File: src/hw/rtl/b64c_pkg.sv
// ----------------------------------------------------------------------------
// b64c_pkg
// Shared types, constants and alphabet functions of the Base64 stream codec.
// ----------------------------------------------------------------------------
package b64c_pkg;

    localparam int          MaxResults = 4;   // results one item can cause
    localparam logic [7:0]  C_PAD      = 8'h3D;   // '='
    localparam logic [7:0]  C_PLUS     = 8'h2B;   // '+'
    localparam logic [7:0]  C_SLASH    = 8'h2F;   // '/'
    localparam logic        C_REG_MODE = 1'b0;    // register index of decode_mode
    localparam int          AddrW      = 3;       // paddr width

    // group state carried from item to item
    typedef struct packed {
        logic [1:0] pos;    // items taken in current group
        logic [5:0] held;   // leftover bits, right aligned
        logic       pad;    // '=' seen (decode only)
    } t_codec_state;

    // results caused by one item
    typedef struct packed {
        logic [2:0]                 num;
        logic [MaxResults-1:0][7:0] value;
        logic [MaxResults-1:0]      has_data;
        logic [MaxResults-1:0]      last;
    } t_burst;

    function automatic logic [7:0] sextet_to_char(input logic [5:0] v);
        logic [7:0] w;
        w = {2'b00, v};
        if (v < 6'd26) begin
            return 8'h41 + w;
        end else if (v < 6'd52) begin
            return 8'h47 + w;            // 'a' - 26
        end else if (v < 6'd62) begin
            return w - 8'd4;             // '0' - 52
        end else if (v == 6'd62) begin
            return C_PLUS;
        end else begin
            return C_SLASH;
        end
    endfunction

    // anything outside the alphabet maps to 63
    function automatic logic [5:0] char_to_sextet(input logic [7:0] c);
        logic [7:0] d;
        d = 8'h00;
        if (c >= 8'h41 && c <= 8'h5A) begin
            d = c - 8'h41;
        end else if (c >= 8'h61 && c <= 8'h7A) begin
            d = c - 8'h47;
        end else if (c >= 8'h30 && c <= 8'h39) begin
            d = c + 8'd4;
        end else if (c == C_PLUS) begin
            d = 8'd62;
        end else begin
            d = 8'd63;
        end
        return d[5:0];
    endfunction

endpackage

File: src/hw/rtl/b64c_apb.sv
// ----------------------------------------------------------------------------
// b64c_apb
// APB register port: holds decode_mode, flags a write so group state clears.
// ----------------------------------------------------------------------------
module b64c_apb (
    input  logic                       i_clk,
    input  logic                       i_rst_n,
    input  logic                       i_psel,
    input  logic                       i_penable,
    input  logic                       i_pwrite,
    input  logic [b64c_pkg::AddrW-1:0] i_paddr,
    input  logic [31:0]                i_pwdata,
    output logic [31:0]                o_prdata,
    output logic                       o_pready,
    output logic                       o_decode_mode,
    output logic                       o_mode_write
);
    import b64c_pkg::*;

    logic r_decode_mode;
    logic wr_en;
    logic hit;

    assign o_pready = 1'b1;
    assign hit      = (i_paddr[2] == C_REG_MODE);
    assign wr_en    = i_psel & i_penable & i_pwrite & hit;

    always_ff @(posedge i_clk) begin
        if (!i_rst_n) begin
            r_decode_mode <= 1'b0;
        end else if (wr_en) begin
            r_decode_mode <= i_pwdata[0];
        end
    end

    assign o_prdata      = hit ? {31'd0, r_decode_mode} : 32'd0;
    assign o_decode_mode = r_decode_mode;
    assign o_mode_write  = wr_en;

endmodule

File: src/hw/rtl/b64c_step.sv
// ----------------------------------------------------------------------------
// b64c_step
// Per-item combinational step: result burst and next group state.
// ----------------------------------------------------------------------------
module b64c_step (
    input  logic                    i_decode_mode,
    input  logic [7:0]              i_value,
    input  logic                    i_last,
    input  b64c_pkg::t_codec_state  i_state,
    output b64c_pkg::t_codec_state  o_state,
    output b64c_pkg::t_burst        o_burst
);
    import b64c_pkg::*;

    always_comb begin
        t_burst       b;
        t_codec_state s;
        logic [2:0]   n;
        logic [5:0]   v;
        b = '0;
        s = i_state;
        n = 3'd0;
        v = char_to_sextet(i_value);

        if (!i_decode_mode) begin
            case (s.pos)
                2'd0: begin
                    b.value[n[1:0]] = sextet_to_char(i_value[7:2]);
                    b.has_data[n[1:0]] = 1'b1;
                    n = n + 3'd1;
                    s.held = {4'd0, i_value[1:0]};
                    s.pos  = 2'd1;
                end
                2'd1: begin
                    b.value[n[1:0]] = sextet_to_char({s.held[1:0], i_value[7:4]});
                    b.has_data[n[1:0]] = 1'b1;
                    n = n + 3'd1;
                    s.held = {2'd0, i_value[3:0]};
                    s.pos  = 2'd2;
                end
                default: begin
                    b.value[n[1:0]] = sextet_to_char({s.held[3:0], i_value[7:6]});
                    b.has_data[n[1:0]] = 1'b1;
                    n = n + 3'd1;
                    b.value[n[1:0]] = sextet_to_char(i_value[5:0]);
                    b.has_data[n[1:0]] = 1'b1;
                    n = n + 3'd1;
                    s.held = 6'd0;
                    s.pos  = 2'd0;
                end
            endcase
            // flush partial group with padding
            if (i_last && s.pos == 2'd1) begin
                b.value[n[1:0]] = sextet_to_char({s.held[1:0], 4'd0});
                b.has_data[n[1:0]] = 1'b1;
                n = n + 3'd1;
                b.value[n[1:0]] = C_PAD;
                b.has_data[n[1:0]] = 1'b1;
                n = n + 3'd1;
                b.value[n[1:0]] = C_PAD;
                b.has_data[n[1:0]] = 1'b1;
                n = n + 3'd1;
            end else if (i_last && s.pos == 2'd2) begin
                b.value[n[1:0]] = sextet_to_char({s.held[3:0], 2'd0});
                b.has_data[n[1:0]] = 1'b1;
                n = n + 3'd1;
                b.value[n[1:0]] = C_PAD;
                b.has_data[n[1:0]] = 1'b1;
                n = n + 3'd1;
            end
        end else begin
            if (!s.pad) begin
                if (i_value == C_PAD) begin
                    s.pad = 1'b1;
                end else begin
                    case (s.pos)
                        2'd0: begin
                            s.held = v;
                            s.pos  = 2'd1;
                        end
                        2'd1: begin
                            b.value[n[1:0]] = {s.held, v[5:4]};
                            b.has_data[n[1:0]] = 1'b1;
                            n = n + 3'd1;
                            s.held = {2'd0, v[3:0]};
                            s.pos  = 2'd2;
                        end
                        2'd2: begin
                            b.value[n[1:0]] = {s.held[3:0], v[5:2]};
                            b.has_data[n[1:0]] = 1'b1;
                            n = n + 3'd1;
                            s.held = {4'd0, v[1:0]};
                            s.pos  = 2'd3;
                        end
                        default: begin
                            b.value[n[1:0]] = {s.held[1:0], v};
                            b.has_data[n[1:0]] = 1'b1;
                            n = n + 3'd1;
                            s.held = 6'd0;
                            s.pos  = 2'd0;
                        end
                    endcase
                end
            end
            // single leftover character still gives a byte
            if (i_last && s.pos == 2'd1) begin
                b.value[n[1:0]] = {s.held, 2'd0};
                b.has_data[n[1:0]] = 1'b1;
                n = n + 3'd1;
            end
        end

        if (i_last) begin
            if (n == 3'd0) begin
                // bare end marker
                b.value[0]    = 8'd0;
                b.has_data[0] = 1'b0;
                n = 3'd1;
            end
            b.last[n[1:0] - 2'd1] = 1'b1;
            s = '0;
        end

        b.num   = n;
        o_burst = b;
        o_state = s;
    end

endmodule

File: src/hw/rtl/b64c_burst.sv
// ----------------------------------------------------------------------------
// b64c_burst
// Result register: holds one item's burst and hands it out one per cycle while i_m_tready is high.
// ----------------------------------------------------------------------------
module b64c_burst (
    input  logic              i_clk,
    input  logic              i_rst_n,
    input  logic              i_load,
    input  b64c_pkg::t_burst  i_burst,
    input  logic              i_m_tready,
    output logic              o_can_load,
    output logic              o_m_tvalid,
    output logic [7:0]        o_value,
    output logic              o_has_data,
    output logic              o_last
);
    import b64c_pkg::*;

    logic [MaxResults-1:0][7:0] r_value;
    logic [MaxResults-1:0]      r_has_data;
    logic [MaxResults-1:0]      r_lastv;
    logic [2:0]                 r_left;
    logic [1:0]                 r_rd;
    logic                       pop;

    assign o_m_tvalid = (r_left != 3'd0);
    assign pop        = o_m_tvalid & i_m_tready;
    // room when empty or once the last held result leaves this cycle
    assign o_can_load = (r_left == 3'd0) || (r_left == 3'd1 && i_m_tready);

    always_ff @(posedge i_clk) begin
        if (!i_rst_n) begin
            r_left <= 3'd0;
            r_rd   <= 2'd0;
        end else if (i_load) begin
            r_left <= i_burst.num;
            r_rd   <= 2'd0;
        end else if (pop) begin
            r_left <= r_left - 3'd1;
            r_rd   <= r_rd + 2'd1;
        end
    end

    always_ff @(posedge i_clk) begin
        if (i_load) begin
            r_value    <= i_burst.value;
            r_has_data <= i_burst.has_data;
            r_lastv    <= i_burst.last;
        end
    end

    assign o_value    = r_value[r_rd];
    assign o_has_data = r_has_data[r_rd];
    assign o_last     = r_lastv[r_rd];

endmodule

File: src/hw/rtl/base64_stream_codec.sv
// ----------------------------------------------------------------------------
// base64_stream_codec
// Streaming Base64 encoder/decoder, standard alphabet, '=' padding.
// ----------------------------------------------------------------------------
//
//  channel   direction  handshake               payload
//  -------   ---------  ----------------------  ---------------------------------
//  s (in)    slave      i_s_tvalid/o_s_tready   tdata[7:0]=in_value, tlast=in_last
//  m (out)   master     o_m_tvalid/i_m_tready   tdata[7:0]=out_value,
//                                               tuser[0]=out_has_data,
//                                               tlast=out_last
//  cfg       APB        psel/penable, pready=1  addr 0: decode_mode (bit 0)
//
//  Each item is processed in the cycle it is accepted; its 0..4 results land in
//  the result register and leave one per cycle while i_m_tready is high. The
//  next item is taken once the register is empty or in the cycle the last held
//  result leaves, so an item with more results holds the input back longer.
//  The single output port sets the pace of the input.
//  Reset is synchronous, active low; it clears mode, group state and the
//  result count. Output stalls hold the burst and back-pressure the input.
//  A write to decode_mode clears the group state.
//
module base64_stream_codec (
    input  logic                       i_clk,
    input  logic                       i_rst_n,
    // input stream
    input  logic                       i_s_tvalid,
    output logic                       o_s_tready,
    input  logic [7:0]                 i_s_tdata,   // [7:0] in_value
    input  logic                       i_s_tlast,
    // output stream
    output logic                       o_m_tvalid,
    input  logic                       i_m_tready,
    output logic [7:0]                 o_m_tdata,   // [7:0] out_value
    output logic [0:0]                 o_m_tuser,   // [0] out_has_data
    output logic                       o_m_tlast,
    // configuration
    input  logic                       i_psel,
    input  logic                       i_penable,
    input  logic                       i_pwrite,
    input  logic [b64c_pkg::AddrW-1:0] i_paddr,
    input  logic [31:0]                i_pwdata,
    output logic [31:0]                o_prdata,
    output logic                       o_pready
);
    import b64c_pkg::*;

    logic          decode_mode;
    logic          mode_write;
    logic          accept;
    logic          can_load;
    logic          has_data;
    t_codec_state  r_state;
    t_codec_state  n_state;
    t_burst        burst;

    b64c_apb u_apb (
        .i_clk         (i_clk),
        .i_rst_n       (i_rst_n),
        .i_psel        (i_psel),
        .i_penable     (i_penable),
        .i_pwrite      (i_pwrite),
        .i_paddr       (i_paddr),
        .i_pwdata      (i_pwdata),
        .o_prdata      (o_prdata),
        .o_pready      (o_pready),
        .o_decode_mode (decode_mode),
        .o_mode_write  (mode_write)
    );

    // the step logic works straight off the accepted item and group state
    b64c_step u_step (
        .i_decode_mode (decode_mode),
        .i_value       (i_s_tdata),
        .i_last        (i_s_tlast),
        .i_state       (r_state),
        .o_state       (n_state),
        .o_burst       (burst)
    );

    assign o_s_tready = can_load;
    assign accept     = i_s_tvalid & can_load;

    // group state: cleared by reset and by any mode write
    always_ff @(posedge i_clk) begin
        if (!i_rst_n || mode_write) begin
            r_state <= '0;
        end else if (accept) begin
            r_state <= n_state;
        end
    end

    b64c_burst u_burst (
        .i_clk      (i_clk),
        .i_rst_n    (i_rst_n),
        .i_load     (accept),
        .i_burst    (burst),
        .i_m_tready (i_m_tready),
        .o_can_load (can_load),
        .o_m_tvalid (o_m_tvalid),
        .o_value    (o_m_tdata),
        .o_has_data (has_data),
        .o_last     (o_m_tlast)
    );

    assign o_m_tuser = has_data;

endmodule
File: config.mk
export PLATFORM = sky130hd
export DESIGN_NAME = base64_stream_codec
export DESIGN_NICKNAME = d
export VERILOG_FILES = /design/src/hw/rtl/b64c_pkg.sv /design/src/hw/rtl/b64c_apb.sv /design/src/hw/rtl/b64c_step.sv /design/src/hw/rtl/b64c_burst.sv /design/src/hw/rtl/base64_stream_codec.sv
export SDC_FILE = /design/constraint.sdc
export NUM_CORES = 1
export LEC_CHECK = 0
export BUFFER_PORTS_ARGS = -buffer_cell sky130_fd_sc_hd__buf_2
export CAP_MARGIN = 10
export CORE_MARGIN = 1.5
export CORE_UTILIZATION = 34
export DETAILED_ROUTE_END_ITERATION = 10
export GPL_ROUTABILITY_DRIVEN = 0
export PLACE_DENSITY = 0.51
export SLEW_MARGIN = 15
export SYNTH_ARGS = -nofsm -noshare
export SYNTH_HDL_FRONTEND = slang
export SYNTH_SLANG_ARGS = --single-unit
File: constraint.sdc
create_clock -name i_clk -period 4.9 [get_ports i_clk]
set_input_delay 0.735 -clock i_clk [delete_from_list [all_inputs] [get_ports i_clk]]
set_output_delay 0.735 -clock i_clk [all_outputs]
set_load 0.05 [all_outputs]
==> results.json <==
{
  "r2r_setup_slack_ns": 1.18,
  "cts_setup_buffers": 0,
  "htreeDepth": 2,
  "fin_nets": 800,
  "placementRows": 46,
  "arrival_ns": 4.05,
  "fin_worst_skew_ns": 0.00817,
  "synth-warning-count": 0,
  "r2r-start": "r_state[7]",
  "fillers": 1686,
  "power_leakage_uw": 0.00227,
  "ys_types": 78,
  "synthArstFlopShare_pct": 0,
  "cts_tree": "built",
  "max-slew-margin-rel_pct": 39.1,
  "critPathRequiredTime_ns": 4.91,
  "grt_max_degree": 38,
  "grt_overflow_total": 0,
  "port_buffers": 30,
  "start_util_pct": 34.9,
  "grt_usage_pct": 20.6,
  "dp_hpwl_mm": 13.2,
  "grt_pass1_vias": 4973,
  "period_needed_ns": 4.04,
  "syn-mean-instance-area_um2": 7.89,
  "worstSkewPairLatency_ns": 0.29,
  "finalHoldViolCount": 0,
  "cts_made_buffers": 5,
  "outcome": "completed",
  "first_iter_violations": 461,
  "crit-reg2reg-capture": "u_burst.r_value[2]",
  "wl_mm": 17.5,
  "core_area_um2": 15900,
  "dp_slack_ns": 0.670,
  "syn_inst": 702,
  "drv_slew": 0,
  "endpoint_kind": "flop",
  "drc": 0,
  "ys_seq_elements": 46,
  "final-setup-viol-count": 0,
  "vias": 5508,
  "max_stage_delay_ns": 0.43,
  "max_freq_ghz": 0.248,
  "tightest_slew_ns": 0.914,
  "pin_count": 96,
  "seq_area_frac_synth_pct": 22.2,
  "wl_per_cell_um": 18.9,
  "clkTransAtPathRegs_ns": 0.06,
  "hold_depth": 2,
  "post_cts_resized": 0,
  "synthesis.area_um2": 5540,
  "fin_crit_sh_pct": 82.4,
  "cts_sinks": 46,
  "crit_chain": "buf_2 -> inv_1 -> ha_1 -> a41oi_1 -> nor3_1 -> o21a_1 -> ha_1 -> nand2_1 -> o211ai_1 -> o21ai_0 -> nor3_1 -> o2bb2ai_1 -> a32o_1 -> or4_1",
  "die-height_um": 131,
  "hold_end": "u_burst.r_left[1]",
  "diodes": 0,
  "power.density_nw_per_um2": 382,
  "min-delay-start": "u_burst.r_left[1]",
  "dr.pass1.iters": 5,
  "slowest_stage": "or4_1",
  "ant_nets": 0,
  "path_class": "primary input to flop",
  "ys.flop_type": "edfxtp_1",
  "grt_pass1_wl_mm": 27.7,
  "clockBufferDepth": 2,
  "holdBufCountCts": 0,
  "crit_fanout": 10,
  "rsz0062_at_grt": "false",
  "reg2reg_depth": 12,
  "fin_ws_ns": 0.862,
  "hp-class": "flop to flop",
  "vdd_drop_max_mv": 0.304,
  "dieArea_um2": 17100,
  "antenna_found_initial": 0,
  "via_per_inst": 5.95,
  "cp-start-kind": "primary input",
  "synth_edf_count": 31,
  "area_growth_pct": 7.36,
  "die_x_um": 131,
  "cts_root_buf": "clkbuf_16",
  "drive_gt1_share_pct": 11.3,
  "max_cap_violations": 0,
  "finalSetupTns_ns": 0
}
==> state kept, by name (all words and copies together) (netlist names) <==
register             count
u_burst.r_rd             2
u_burst.r_lastv          4
u_burst.r_value         24
u_burst.r_left           3
u_burst.r_has_data       3
u_apb.o_decode_mode      1
r_state                  9
==> how the worst max path moves through the flow <==
| stage | startpoint | end | slack, ns | cells after the start |
|---|---|---|---|---|
| global placement | i_s_tdata[1] | u_burst.r_value[2] | 0.67 | 14 |
| detailed placement | i_s_tdata[1] | u_burst.r_value[2] | 0.67 | 14 |
| global route | i_s_tdata[1] | u_burst.r_value[2] | 0.71 | 14 |
| CTS | i_s_tdata[1] | u_burst.r_value[2] | 0.95 | 14 |
| finish | i_s_tdata[1] | u_burst.r_value[2] | 0.86 | 14 |
| floorplan | i_s_tdata[6] | u_burst.r_value[2] | 0.92 | 13 |
==> cells in the mapped netlist, types with 7 or more instances <==
| master | n | area share (%) |
|---|---|---|
| nand2b_1 | 12 | 1.4 |
| mux2i_1 | 11 | 2.0 |
| mux4_2 | 7 | 2.8 |
| nor2b_1 | 12 | 1.4 |
| or2_2 | 7 | 0.79 |
| nand3_1 | 20 | 1.8 |
| a31oi_1 | 16 | 1.8 |
| o22ai_1 | 11 | 1.2 |
| a221oi_1 | 8 | 1.3 |
| nor4_1 | 7 | 0.79 |
| nand2_1 | 62 | 4.2 |
| o21ai_0 | 41 | 3.7 |
| inv_1 | 29 | 2.0 |
| buf_4 | 35 | 4.7 |
| dfxtp_1 | 15 | 5.4 |
| o31a_1 | 7 | 1.1 |
| xnor2_1 | 13 | 2.1 |
| clkbuf_1 | 37 | 2.5 |
| edfxtp_1 | 31 | 17 |
| o31ai_1 | 8 | 1.1 |
| nor2_1 | 42 | 2.8 |
| ha_1 | 40 | 9.0 |
| a21oi_1 | 43 | 3.9 |
| nor3_1 | 29 | 2.6 |
| and2_1 | 9 | 1.0 |
==> placed cells by master (no fill, tap or decap), types with 29 or more instances in the layout <==
master	netlist	final
buf_2	3	30
inv_1	29	29
ha_1	40	40
edfxtp_1	31	31
nor2_1	42	42
nor3_1	29	29
a21oi_1	43	43
o21ai_0	41	41
conb_1	2	34
nand2_1	62	62
==> cell families after synthesis <==
group           after synthesis  share of synthesized area, %
flops                        46                          22.2
other cells                   2                         0.136
buf+inv                     116                          10.6
simple gates                240                          22.0
fa+ha+maj                    40                          9.03
compound gates              224                          28.6
xor+xnor                     15                          2.37
mux                          19                          5.04
==> stage by stage <==
stage / area, µm² / cells / total power (µW) / utilization (%) / hold WS (ns)
after floorplan: 5660 / 734 / 1600 / - / 0.441
after global placement: 5780 / 918 / 1870 / 36.4 / 0.454
after detailed placement: 5780 / 918 / 1880 / 36.4 / 0.463
after CTS: 5950 / 926 / 2280 / 37.4 / 0.472
after global routing: 5950 / 926 / 2420 / 37.4 / 0.501
final: 5950 / 926 / 2270 / 37.4 / 0.464
==> report_power, final <==
group,switching (µW),internal [µW],leakage (µW)
clock,145,241,0.0000842
combinational,850,376,0.00177
sequential,79.8,579,0.000415
==> critical path, delay by kind of cell <==
kind	cells	cell delay (ns)
and+or+nand+nor	4	0.85
adders and majority gates	2	0.47
buffers and inverters	2	0.35
AOI/OAI and AO/OA	6	1.63
==> cell type report <==
| cell class | count | area [µm²] | share of cell area, % |
|---|---|---|---|
| clock inverters | 3 | 43.8 | 0.736 |
| multi-input cells | 572 | 3840 | 64.6 |
| repair buffers | 52 | 315 | 5.30 |
| flip-flops and latches | 46 | 1230 | 20.7 |
| well taps | 216 | 270 | 4.54 |
| inverters | 32 | 120 | 2.02 |
| clock buffers | 5 | 125 | 2.10 |
==> per-layer routing <==
layer	routed length [µm]	part of all wire (%)	GRT usage, %	vias up
met5	0	0	0	-
met4	309	1.8	4.85	0
met3	1230	7.0	2.52	28
met2	8020	46	33.3	271
met1	7950	45	29.2	2621
li1	-	-	-	2588
Note: power is estimated with default switching activity, not from simulation.
